===== src/rtl/kqmc_pkg.sv =====
// Shared constants, types and helper functions of the k-mer match counter.
package kqmc_pkg;

	localparam int QUERY_ENTRIES_DEF = 32;
	localparam int COUNT_BITS_DEF    = 32;

	localparam int KMER_W     = 64;
	localparam int KLEN_W     = 6;
	localparam int CHAR_W     = 8;
	localparam int IDX_FIELD_W = 5;
	localparam int FUNC_W     = 2;
	localparam int OUT_CNT_W  = 32;

	localparam int S_TDATA_W  = 80;
	localparam int M_TDATA_W  = 40;
	localparam int OUT_LOADED_BIT = 32;

	localparam int CFG_IDX_W  = 1;
	localparam int CFG_DATA_W = 6;

	// Operation codes carried in the input tuser field.
	localparam logic [FUNC_W-1:0] FUNC_LOAD = 2'd0;
	localparam logic [FUNC_W-1:0] FUNC_BASE = 2'd1;
	localparam logic [FUNC_W-1:0] FUNC_READ = 2'd2;

	// Configuration register indexes.
	localparam logic [CFG_IDX_W-1:0] CFG_KMER_LEN = 1'b0;
	localparam logic [CFG_IDX_W-1:0] CFG_SINGLE   = 1'b1;

	localparam logic [KLEN_W-1:0] KLEN_RESET = 6'd32;
	localparam logic [KLEN_W-1:0] KLEN_MAX   = 6'd32;

	localparam logic [CHAR_W-1:0] CHAR_A = 8'h41;
	localparam logic [CHAR_W-1:0] CHAR_C = 8'h43;
	localparam logic [CHAR_W-1:0] CHAR_G = 8'h47;
	localparam logic [CHAR_W-1:0] CHAR_T = 8'h54;

	typedef struct packed {
		logic [KMER_W-1:0] fwd;
		logic [KMER_W-1:0] rev;
		logic [KMER_W-1:0] mask;
		logic              full;
	} kqmc_win_t;

	typedef struct packed {
		logic       ok;
		logic [1:0] code;
	} kqmc_base_t;

	// Zero counts as one base, anything above 32 as 32.
	function automatic logic [KLEN_W-1:0] eff_len(input logic [KLEN_W-1:0] klen);
		logic [KLEN_W-1:0] k;
		begin
			if (klen == '0) k = 6'd1;
			else if (klen > KLEN_MAX) k = KLEN_MAX;
			else k = klen;
			return k;
		end
	endfunction

	function automatic logic [KMER_W-1:0] len_mask(input logic [KLEN_W-1:0] k);
		logic [KMER_W-1:0] m;
		begin
			if (k >= KLEN_MAX) m = '1;
			else m = (64'd1 << {k, 1'b0}) - 64'd1;
			return m;
		end
	endfunction

	function automatic kqmc_base_t base_decode(input logic [CHAR_W-1:0] ch);
		kqmc_base_t b;
		begin
			b.ok = 1'b1;
			unique case (ch)
				CHAR_A: b.code = 2'd0;
				CHAR_C: b.code = 2'd1;
				CHAR_G: b.code = 2'd2;
				CHAR_T: b.code = 2'd3;
				default: begin
					b.ok   = 1'b0;
					b.code = 2'd0;
				end
			endcase
			return b;
		end
	endfunction

endpackage


===== src/rtl/kqmc_ram.sv =====
// Generic single-write, single-read RAM with registered read data.
module kqmc_ram #(
	parameter int WIDTH = 64,
	parameter int DEPTH = 32
) (
	input  logic                                  clk,
	input  logic                                  we,
	input  logic [(DEPTH > 1 ? $clog2(DEPTH) : 1)-1:0] waddr,
	input  logic [WIDTH-1:0]                      wdata,
	input  logic                                  re,
	input  logic [(DEPTH > 1 ? $clog2(DEPTH) : 1)-1:0] raddr,
	output logic [WIDTH-1:0]                      rdata
);

	logic [WIDTH-1:0] mem_q [DEPTH];

	always_ff @(posedge clk) begin
		if (we) begin
			mem_q[waddr] <= wdata;
		end
		if (re) begin
			rdata <= mem_q[raddr];
		end
	end

endmodule


===== src/rtl/kqmc_window.sv =====
// Forward and reverse-complement k-mer windows with the valid base run.
module kqmc_window (
	input  logic                       clk,
	input  logic                       arst_n,
	input  logic                       take,
	input  logic                       first,
	input  logic [kqmc_pkg::CHAR_W-1:0] base_char,
	input  logic [kqmc_pkg::KLEN_W-1:0] kmer_len,
	output kqmc_pkg::kqmc_win_t        win
);
	import kqmc_pkg::*;

	logic [KMER_W-1:0] fwd_q, rev_q;
	logic [KLEN_W-1:0] run_q;
	logic [KLEN_W-1:0] k;
	logic [KMER_W-1:0] m;
	logic [KLEN_W-1:0] top_sh;
	kqmc_base_t        b;
	logic [KMER_W-1:0] fwd0, rev0, fwd_n, rev_n;
	logic [KLEN_W-1:0] run0, run_n;

	assign k      = eff_len(kmer_len);
	assign m      = len_mask(k);
	assign top_sh = {5'(k - 6'd1), 1'b0};
	assign b      = base_decode(base_char);

	always_comb begin
		fwd0 = first ? '0 : fwd_q;
		rev0 = first ? '0 : rev_q;
		run0 = first ? '0 : run_q;
		if (b.ok) begin
			fwd_n = ((fwd0 << 2) | KMER_W'(b.code)) & m;
			rev_n = ((rev0 >> 2) | (KMER_W'(2'd3 - b.code) << top_sh)) & m;
			run_n = (run0 < k) ? run0 + 6'd1 : run0;
		end else begin
			fwd_n = '0;
			rev_n = '0;
			run_n = '0;
		end
	end

	always_ff @(posedge clk or negedge arst_n) begin
		if (!arst_n) begin
			fwd_q <= '0;
			rev_q <= '0;
			run_q <= '0;
		end else if (take) begin
			fwd_q <= fwd_n;
			rev_q <= rev_n;
			run_q <= run_n;
		end
	end

	assign win.fwd  = fwd_q;
	assign win.rev  = rev_q;
	assign win.mask = m;
	assign win.full = (run_q >= k);

endmodule


===== src/rtl/kqmc_match.sv =====
// Compare and saturating increment unit; a single instance serves every table entry in turn.
module kqmc_match #(
	parameter int CNT_W = kqmc_pkg::COUNT_BITS_DEF
) (
	input  kqmc_pkg::kqmc_win_t          win,
	input  logic [kqmc_pkg::KMER_W-1:0]  query,
	input  logic                         entry_ok,
	input  logic [CNT_W-1:0]             count_in,
	output logic [CNT_W-1:0]             count_out,
	output logic                         hit
);
	import kqmc_pkg::*;

	logic [KMER_W-1:0] q;
	logic [1:0]        add;
	logic [CNT_W:0]    sum;

	assign q   = query & win.mask;
	assign add = entry_ok ? (2'(q == win.fwd) + 2'(q == win.rev)) : 2'd0;
	assign hit = (add != 2'd0);
	assign sum = {1'b0, count_in} + (CNT_W + 1)'(add);
	// The increment is at most two, so a carry out means the count topped out.
	assign count_out = sum[CNT_W] ? '1 : sum[CNT_W-1:0];

endmodule


===== src/rtl/kmer_query_match_counter_unit.sv =====
// Top level of the k-mer query match counter: sequencer, table memories, ports.
//
//  Channel   Signals                                   Carries
//  --------  ----------------------------------------  ---------------------------------
//  input     s_tvalid s_tready s_tuser s_tdata         load, read base, count read
//  output    m_tvalid m_tready m_tdata                 one count per count read
//  config    cfg_we cfg_index cfg_data                 kmer_len, single_count
//
// A load transaction completes at its accepting edge. A count read reads the table
// memory at the accepting edge; the result register is loaded from the read state
// once it is empty or being drained, so it waits only while the previous result is
// still held by the consumer.
// A read base passes through the start state and, when a full k-mer is ready and
// the read is not stopped, through the scan state: one compare and saturating increment
// unit visits the table entries one per cycle through the read ports of the
// two table memories, writing each updated count back as its read data arrives.
// The input side is held not ready until the current transaction is done.
// Reset clears the windows, the read stop, the loaded flags and the
// configuration registers; the table memories themselves are never cleared,
// since the data of an entry that no load has written is always masked off.
module kmer_query_match_counter_unit #(
	parameter int QUERY_ENTRIES = kqmc_pkg::QUERY_ENTRIES_DEF,
	parameter int COUNT_BITS    = kqmc_pkg::COUNT_BITS_DEF
) (
	input  logic                              clk,
	input  logic                              arst_n,
	// Input stream.
	input  logic                              s_tvalid,
	output logic                              s_tready,
	// tdata, low bit up: base_char[7:0], first_in_read[8], entry_index[13:9],
	// entry_kmer[77:14], zero fill[79:78].
	input  logic [kqmc_pkg::S_TDATA_W-1:0]    s_tdata,
	// tuser: func[1:0].
	input  logic [kqmc_pkg::FUNC_W-1:0]       s_tuser,
	// Output stream.
	output logic                              m_tvalid,
	input  logic                              m_tready,
	// tdata, low bit up: entry_count[31:0], entry_loaded[32], zero fill[39:33].
	output logic [kqmc_pkg::M_TDATA_W-1:0]    m_tdata,
	// Configuration write port.
	input  logic                              cfg_we,
	input  logic [kqmc_pkg::CFG_IDX_W-1:0]    cfg_index,
	input  logic [kqmc_pkg::CFG_DATA_W-1:0]   cfg_data
);
	import kqmc_pkg::*;

	localparam int IDX_W = (QUERY_ENTRIES > 1) ? $clog2(QUERY_ENTRIES) : 1;

	typedef enum logic [1:0] {
		ST_IDLE,
		ST_START,
		ST_SCAN,
		ST_RD
	} state_t;

	state_t state_q;

	// Configuration registers.
	logic [KLEN_W-1:0] kmer_len_q;
	logic              single_q;

	// Input fields.
	logic [FUNC_W-1:0]      func;
	logic [CHAR_W-1:0]      base_char;
	logic                   first_in_read;
	logic [IDX_FIELD_W-1:0] entry_index;
	logic [KMER_W-1:0]      entry_kmer;

	logic             accept;
	logic             idx_ok;
	logic [IDX_W-1:0] idx_a;

	// Scan bookkeeping.
	logic [IDX_W-1:0]         addr_s1;
	logic                     any_q;
	logic                     stopped_q;
	logic [QUERY_ENTRIES-1:0] entry_valid_q;
	logic                     rd_loaded_q;
	logic                     last;
	logic                     go;

	// Memory ports.
	logic                  q_we, c_we, mem_re;
	logic [IDX_W-1:0]      c_waddr, mem_raddr;
	logic [COUNT_BITS-1:0] c_wdata, c_rdata, new_count;
	logic [KMER_W-1:0]     q_rdata;

	kqmc_win_t win;
	logic      hit;

	logic                  m_tvalid_q;
	logic [M_TDATA_W-1:0]  m_tdata_q;
	logic                  out_load;

	assign func          = s_tuser;
	assign base_char     = s_tdata[7:0];
	assign first_in_read = s_tdata[8];
	assign entry_index   = s_tdata[13:9];
	assign entry_kmer    = s_tdata[77:14];

	assign s_tready = (state_q == ST_IDLE);
	assign accept   = s_tvalid && s_tready;
	assign idx_ok   = (32'(entry_index) < 32'(QUERY_ENTRIES));
	assign idx_a    = IDX_W'(entry_index);
	assign last     = (32'(addr_s1) == 32'(QUERY_ENTRIES - 1));
	assign go       = win.full && !stopped_q;
	// The result register takes a new count once it is empty or being drained.
	assign out_load = (state_q == ST_RD) && (!m_tvalid_q || m_tready);

	// Configuration writes.
	always_ff @(posedge clk or negedge arst_n) begin
		if (!arst_n) begin
			kmer_len_q <= KLEN_RESET;
			single_q   <= 1'b0;
		end else if (cfg_we) begin
			unique case (cfg_index)
				CFG_KMER_LEN: kmer_len_q <= cfg_data;
				CFG_SINGLE:   single_q   <= cfg_data[0];
				default:      ;
			endcase
		end
	end

	kqmc_window u_window (
		.clk       (clk),
		.arst_n    (arst_n),
		.take      (accept && (func == FUNC_BASE)),
		.first     (first_in_read),
		.base_char (base_char),
		.kmer_len  (kmer_len_q),
		.win       (win)
	);

	kqmc_match #(
		.CNT_W (COUNT_BITS)
	) u_match (
		.win       (win),
		.query     (q_rdata),
		.entry_ok  (entry_valid_q[addr_s1]),
		.count_in  (c_rdata),
		.count_out (new_count),
		.hit       (hit)
	);

	// Both memories share one read address: during a scan they deliver the
	// query and its count together, and a count read uses the count side only.
	always_comb begin
		q_we      = accept && (func == FUNC_LOAD) && idx_ok;
		c_we      = q_we || ((state_q == ST_SCAN) && hit);
		c_waddr   = (state_q == ST_SCAN) ? addr_s1 : idx_a;
		c_wdata   = (state_q == ST_SCAN) ? new_count : '0;
		mem_re    = (accept && (func == FUNC_READ)) ||
		            ((state_q == ST_START) && go) ||
		            ((state_q == ST_SCAN) && !last);
		unique case (state_q)
			ST_START: mem_raddr = '0;
			ST_SCAN:  mem_raddr = addr_s1 + IDX_W'(1);
			default:  mem_raddr = idx_a;
		endcase
	end

	kqmc_ram #(
		.WIDTH (KMER_W),
		.DEPTH (QUERY_ENTRIES)
	) u_query_ram (
		.clk   (clk),
		.we    (q_we),
		.waddr (idx_a),
		.wdata (entry_kmer),
		.re    (mem_re),
		.raddr (mem_raddr),
		.rdata (q_rdata)
	);

	kqmc_ram #(
		.WIDTH (COUNT_BITS),
		.DEPTH (QUERY_ENTRIES)
	) u_count_ram (
		.clk   (clk),
		.we    (c_we),
		.waddr (c_waddr),
		.wdata (c_wdata),
		.re    (mem_re),
		.raddr (mem_raddr),
		.rdata (c_rdata)
	);

	// Sequencer with the result register.
	always_ff @(posedge clk or negedge arst_n) begin
		if (!arst_n) begin
			state_q       <= ST_IDLE;
			addr_s1       <= '0;
			any_q         <= 1'b0;
			stopped_q     <= 1'b0;
			entry_valid_q <= '0;
			rd_loaded_q   <= 1'b0;
			m_tvalid_q    <= 1'b0;
			m_tdata_q     <= '0;
		end else begin
			if (out_load) begin
				m_tvalid_q <= 1'b1;
			end else if (m_tvalid_q && m_tready) begin
				m_tvalid_q <= 1'b0;
			end
			unique case (state_q)
				ST_IDLE: begin
					if (accept) begin
						case (func)
							FUNC_LOAD: begin
								if (idx_ok) begin
									entry_valid_q[idx_a] <= 1'b1;
								end
							end
							FUNC_BASE: begin
								if (first_in_read) begin
									stopped_q <= 1'b0;
								end
								state_q <= ST_START;
							end
							FUNC_READ: begin
								rd_loaded_q <= idx_ok && entry_valid_q[idx_a];
								state_q     <= ST_RD;
							end
							default: ;
						endcase
					end
				end
				ST_START: begin
					// The windows now hold the new base; scan only if a full
					// k-mer is there and the read has not been stopped.
					addr_s1 <= '0;
					any_q   <= 1'b0;
					state_q <= go ? ST_SCAN : ST_IDLE;
				end
				ST_SCAN: begin
					if (hit) begin
						any_q <= 1'b1;
					end
					if (last) begin
						if (single_q && (any_q || hit)) begin
							stopped_q <= 1'b1;
						end
						state_q <= ST_IDLE;
					end else begin
						addr_s1 <= addr_s1 + IDX_W'(1);
					end
				end
				ST_RD: begin
					if (out_load) begin
						m_tdata_q  <= {{(M_TDATA_W - OUT_CNT_W - 1){1'b0}}, rd_loaded_q,
						               rd_loaded_q ? OUT_CNT_W'(c_rdata) : '0};
						state_q    <= ST_IDLE;
					end
				end
				default: state_q <= ST_IDLE;
			endcase
		end
	end

	assign m_tvalid = m_tvalid_q;
	assign m_tdata  = m_tdata_q;

endmodule


===== config.mk =====
export PLATFORM = sky130hd
export DESIGN_NAME = kmer_query_match_counter_unit
export DESIGN_NICKNAME = d
export VERILOG_FILES = /design/src/rtl/kqmc_pkg.sv /design/src/rtl/kqmc_ram.sv /design/src/rtl/kqmc_window.sv /design/src/rtl/kqmc_match.sv /design/src/rtl/kmer_query_match_counter_unit.sv
export SDC_FILE = /design/constraint.sdc
export NUM_CORES = 2
export LEC_CHECK = 0
export BUFFER_PORTS_ARGS = -buffer_cell sky130_fd_sc_hd__clkbuf_2
export CORE_MARGIN = 3
export CORE_UTILIZATION = 60
export DETAILED_ROUTE_END_ITERATION = 6
export PLACE_DENSITY = 0.87
export SLEW_MARGIN = 20
export SYNTH_ARGS = -nofsm -noshare
export SYNTH_HDL_FRONTEND = slang
export SYNTH_HIERARCHICAL = 1
export SYNTH_SLANG_ARGS = --single-unit

===== constraint.sdc =====
create_clock -name clk -period 14.05 [get_ports clk]
set_input_delay 4.215 -clock clk [delete_from_list [all_inputs] [get_ports clk]]
set_output_delay 4.215 -clock clk [all_outputs]
set_load 0.1 [all_outputs]

==> results.md <==
- After floorplanning, the core was sized to cover roughly 220000 µm².
- In the layout the commonest cells are edfxtp_1, mux4_2, mux2i_1, clkbuf_16, nand2_1.
- Compared with the post-synthesis result, the final layout area differs by 10.9%.
- The post-cts repair resize count is 0.
- The starting density of the core is ~61%.
- The final standard cell area without fillers is 150000 µm².
- The share of cells above drive strength 1 is roughly 21%.
- Together, buffers and inverters on the worst path number 4.
- In this run the post-CTS setup repair buffer count came out at 0.
- The yosys synthesis warning count is 6.
- The H-tree depth reported by CTS is 5.
- On the final layout, the worst clock skew is ~120 ps.
- After detailed placement, the total cell area comes to around 140000 µm².
- In the routed layout, each cell is associated on average with a via count of slightly above 7.
- In this run the static leakage power is slightly below 50 nW.
- The max-slew violation total from the final report is 0.
- The run finished, with violations left.
- Max-cap violations in this run came to 0.
- The height of the die is roughly 480 µm.
- The number of sinks handled by clock tree synthesis is between 3000 and 4000.
- For this block, the routed nets add up to ~390000 µm of wire.
- Once detail routing completed, the nets flagged for antenna violations numbered 0.
- The largest incremental delay on the critical path is 840 ps.
- By startpoint and endpoint, the worst setup path is classified as register to register.
- The worst-case IR drop observed on VDD is about 0.27 mV.
- Summing over every cut layer, the via total after detailed routing is roughly 76000.
- The total negative slack is 0 ps.
- STA classifies the critical path endpoint as a register.
- The clock transition at the register clock pins on the worst setup and hold paths after CTS is around 60 ps.
- The clock tree from TritonCTS is done.
- In this run the worst hold path is classified as register to register.
- Counting the fill cells in the layout gives roughly 13000.
- The initial antenna violation count came to 25.
- The average routed wire per standard cell is 37.9 µm.
- The insertion delay to the later sink of the worst-skew pair is about 970 ps.
- The post-synthesis average cell area is just under 20 µm².
- The row count is ~170.
- The least setup slack across all paths after layout is between 3000 and 4000 ps.
- The total overflow left after global routing is 0.
- The most common library cell in the layout ignoring fill and taps is edfxtp_1.
- In this run the count of I/O pins placed on the die edge is about 140.
- The required time of the critical path is roughly 15000 ps.
- TritonCTS created 336 clock buffers.
- The final HPWL from detailed placement is between 150000 and 200000 µm.
- After layout, the design draws a total of approximately 0.03 W.
- OpenSTA, run right after detailed placement, puts the worst setup slack at between 4000 and 5000 ps.
- The primary flip-flop cell chosen by synthesis mapping is edfxtp_1.
- For the finished layout, the period the worst path requires is 10500 ps.
- The measured slew at the worst slew-check pin is around 1300 ps.
- The headroom to the max-slew limit is 12.5%.
- The checks that failed: DRC.
- Buffers placed on the I/O ports in this run total ~130.
- Grouping stages by cell kind, the critical path spends the most delay in simple AND/OR/NAND/NOR gates.
- The clock passes through at most 4 buffers.
- The cell count after synthesis came out at between 6000 and 7000.
- In the routed design, unresolved DRC markers number 7.
- The cell area that synthesis handed to floorplanning was 135000 µm².
- The distinct cell type count of the synthesized netlist is around 100.
- Setup repair after global routing left no endpoint under its margin.
- The largest net degree at the start of global routing is between 100 and 150.
- Across every metal layer, demand over resource in global routing totals between 30% and 40%.
- The largest individual stage delay along the critical path comes from the cell and2_1.
- For this run, the post-layout net count is 7281.
- The power per unit of standard cell area is ~200 nW/µm².
- The startpoint type of the worst setup path is a register.
- The number of enable flip-flop cells after synthesis is between 3000 and 4000.
- For this run, the detailed router's first-pass iteration total came to 7.
- The number of global-route vias before repair came to approximately 76000.
- The count of final hold-check violations is 0.
- The number of violations reported at the end of detailed-routing iteration 0 is 12700.
- The share of synthesized area occupied by flip-flops and latches is between 70% and 80%.
- The die width is about 480 µm.
- At the end of routability-driven placement, the weighted congestion stood at between 0.9 and 1.
- The register bit total from synthesis is between 3000 and 4000.
- Clock tree synthesis selected as its root buffer the cell clkbuf_16.
- The maximum net fanout on the critical path is 32.
- Buffers inserted to repair hold after CTS numbered 0.
- The floorplan step defined a die boundary enclosing approximately 230000 µm².
- Based on the critical path, the design can be clocked at up to ~95 MHz.
- Counting flops with an async set or reset pin after synthesis yields a share of under 10%.
- In the finished design, the share of the clock period the worst path needs comes to about three quarters.
- The count of final setup violators is 0.
- The first global-routing pass estimated between 500000 and 600000 µm of wire.
- The worst endpoint data arrival time is between 10000 and 15000 ps.
-- synthesized netlist by cell type (all sizes together), types with 32 or more instances --
cell type	count	area (µm²)
nor3	54	285
mux2i	558	5590
clkbuf	160	609
a32o	71	711
nand2	337	1260
nor4	39	295
inv	45	169
and2	52	325
buf	227	1400
xnor2	142	1240
a22oi	116	871
a21o	33	248
xor2	32	280
a31oi	38	238
nand3	138	708
a21oi	118	602
o21ai	85	433
mux4	617	13900
mux2	90	1020
dfrtp	216	5410
edfxtp	3168	95100
nor2	138	521
a22o	150	1310
-- per-stage QoR --
step	hold slack [ps]	std cells	utilization [%]
after floorplan	439	6924	-
after global placement	450	9795	62.5
after detailed placement	464	9795	62.5
after CTS	480	10400	67.1
after global routing	502	10400	67.2
final	478	10400	67.2
-- power by group --
group	switching, W	leakage (nW)	internal, W
sequential	0.000285	31.7	0.0117
combinational	0.00576	12.0	0.00378
clock	0.00388	5.05	0.00492
total	0.00993	48.8	0.0204
-- final timing paths --
check                                  from                      end  slack (ps)  cells after the start
max in group asynchronous            arst_n         entry_valid_q[0]        9290                      2
min reg2reg                entry_valid_q[7]         entry_valid_q[7]         480                      1
min                        entry_valid_q[7]         entry_valid_q[7]         480                      1
max reg2reg                   kmer_len_q[1]  u_count_ram/mem_q[0][8]        3550                     27
min in group asynchronous            arst_n       u_window/rev_q[49]        3280                      1
max                           kmer_len_q[1]  u_count_ram/mem_q[0][8]        3550                     27
-- state kept, by name, indices dropped and copies added (netlist names) --
register,flops
kmer_len_q,6
m_tvalid,1
u_window/run_q,6
u_count_ram/rdata,32
addr_s1,5
rd_loaded_q,1
any_q,1
single_q,1
state_q,2
u_query_ram/mem_q,2048
u_window/rev_q,64
entry_valid_q,32
u_count_ram/mem_q,1024
u_query_ram/rdata,64
m_tdata,33
stopped_q,1
u_window/fwd_q,64
-- layout make-up --
class / instances / area [µm²] / area share [%]
flip-flops and latches: 3385 / 101000 / 67.1
multi-input cells: 3105 / 33000 / 22.0
diodes: 19 / 47.5 / 0.0317
well taps: 2975 / 3720 / 2.48
clock buffers: 413 / 8860 / 5.91
inverters: 47 / 184 / 0.123
clock inverters: 168 / 1520 / 1.02
repair buffers: 283 / 2010 / 1.34
-- kinds of logic after synthesis --
kind of cell,count (synthesis),synth area share [%]
mux,1265,15.2
xor+xnor,174,1.13
flops,3385,74.4
simple gates,895,3.28
fa+ha+maj,29,0.274
compound gates,735,4.08
buf+inv,434,1.62
other cells,1,0.00278
-- routing by layer --
layer	vias up	part of all wire (%)	track usage [%]	routed length (µm)
met1	38100	31	42.6	124000
li1	28700	-	-	-
met5	-	0.020	0	80
met2	7110	48	54.2	190000
met3	1707	13	8.19	50100
met4	8	7.7	22.3	30400
Note: power is estimated with default switching activity, not from simulation.
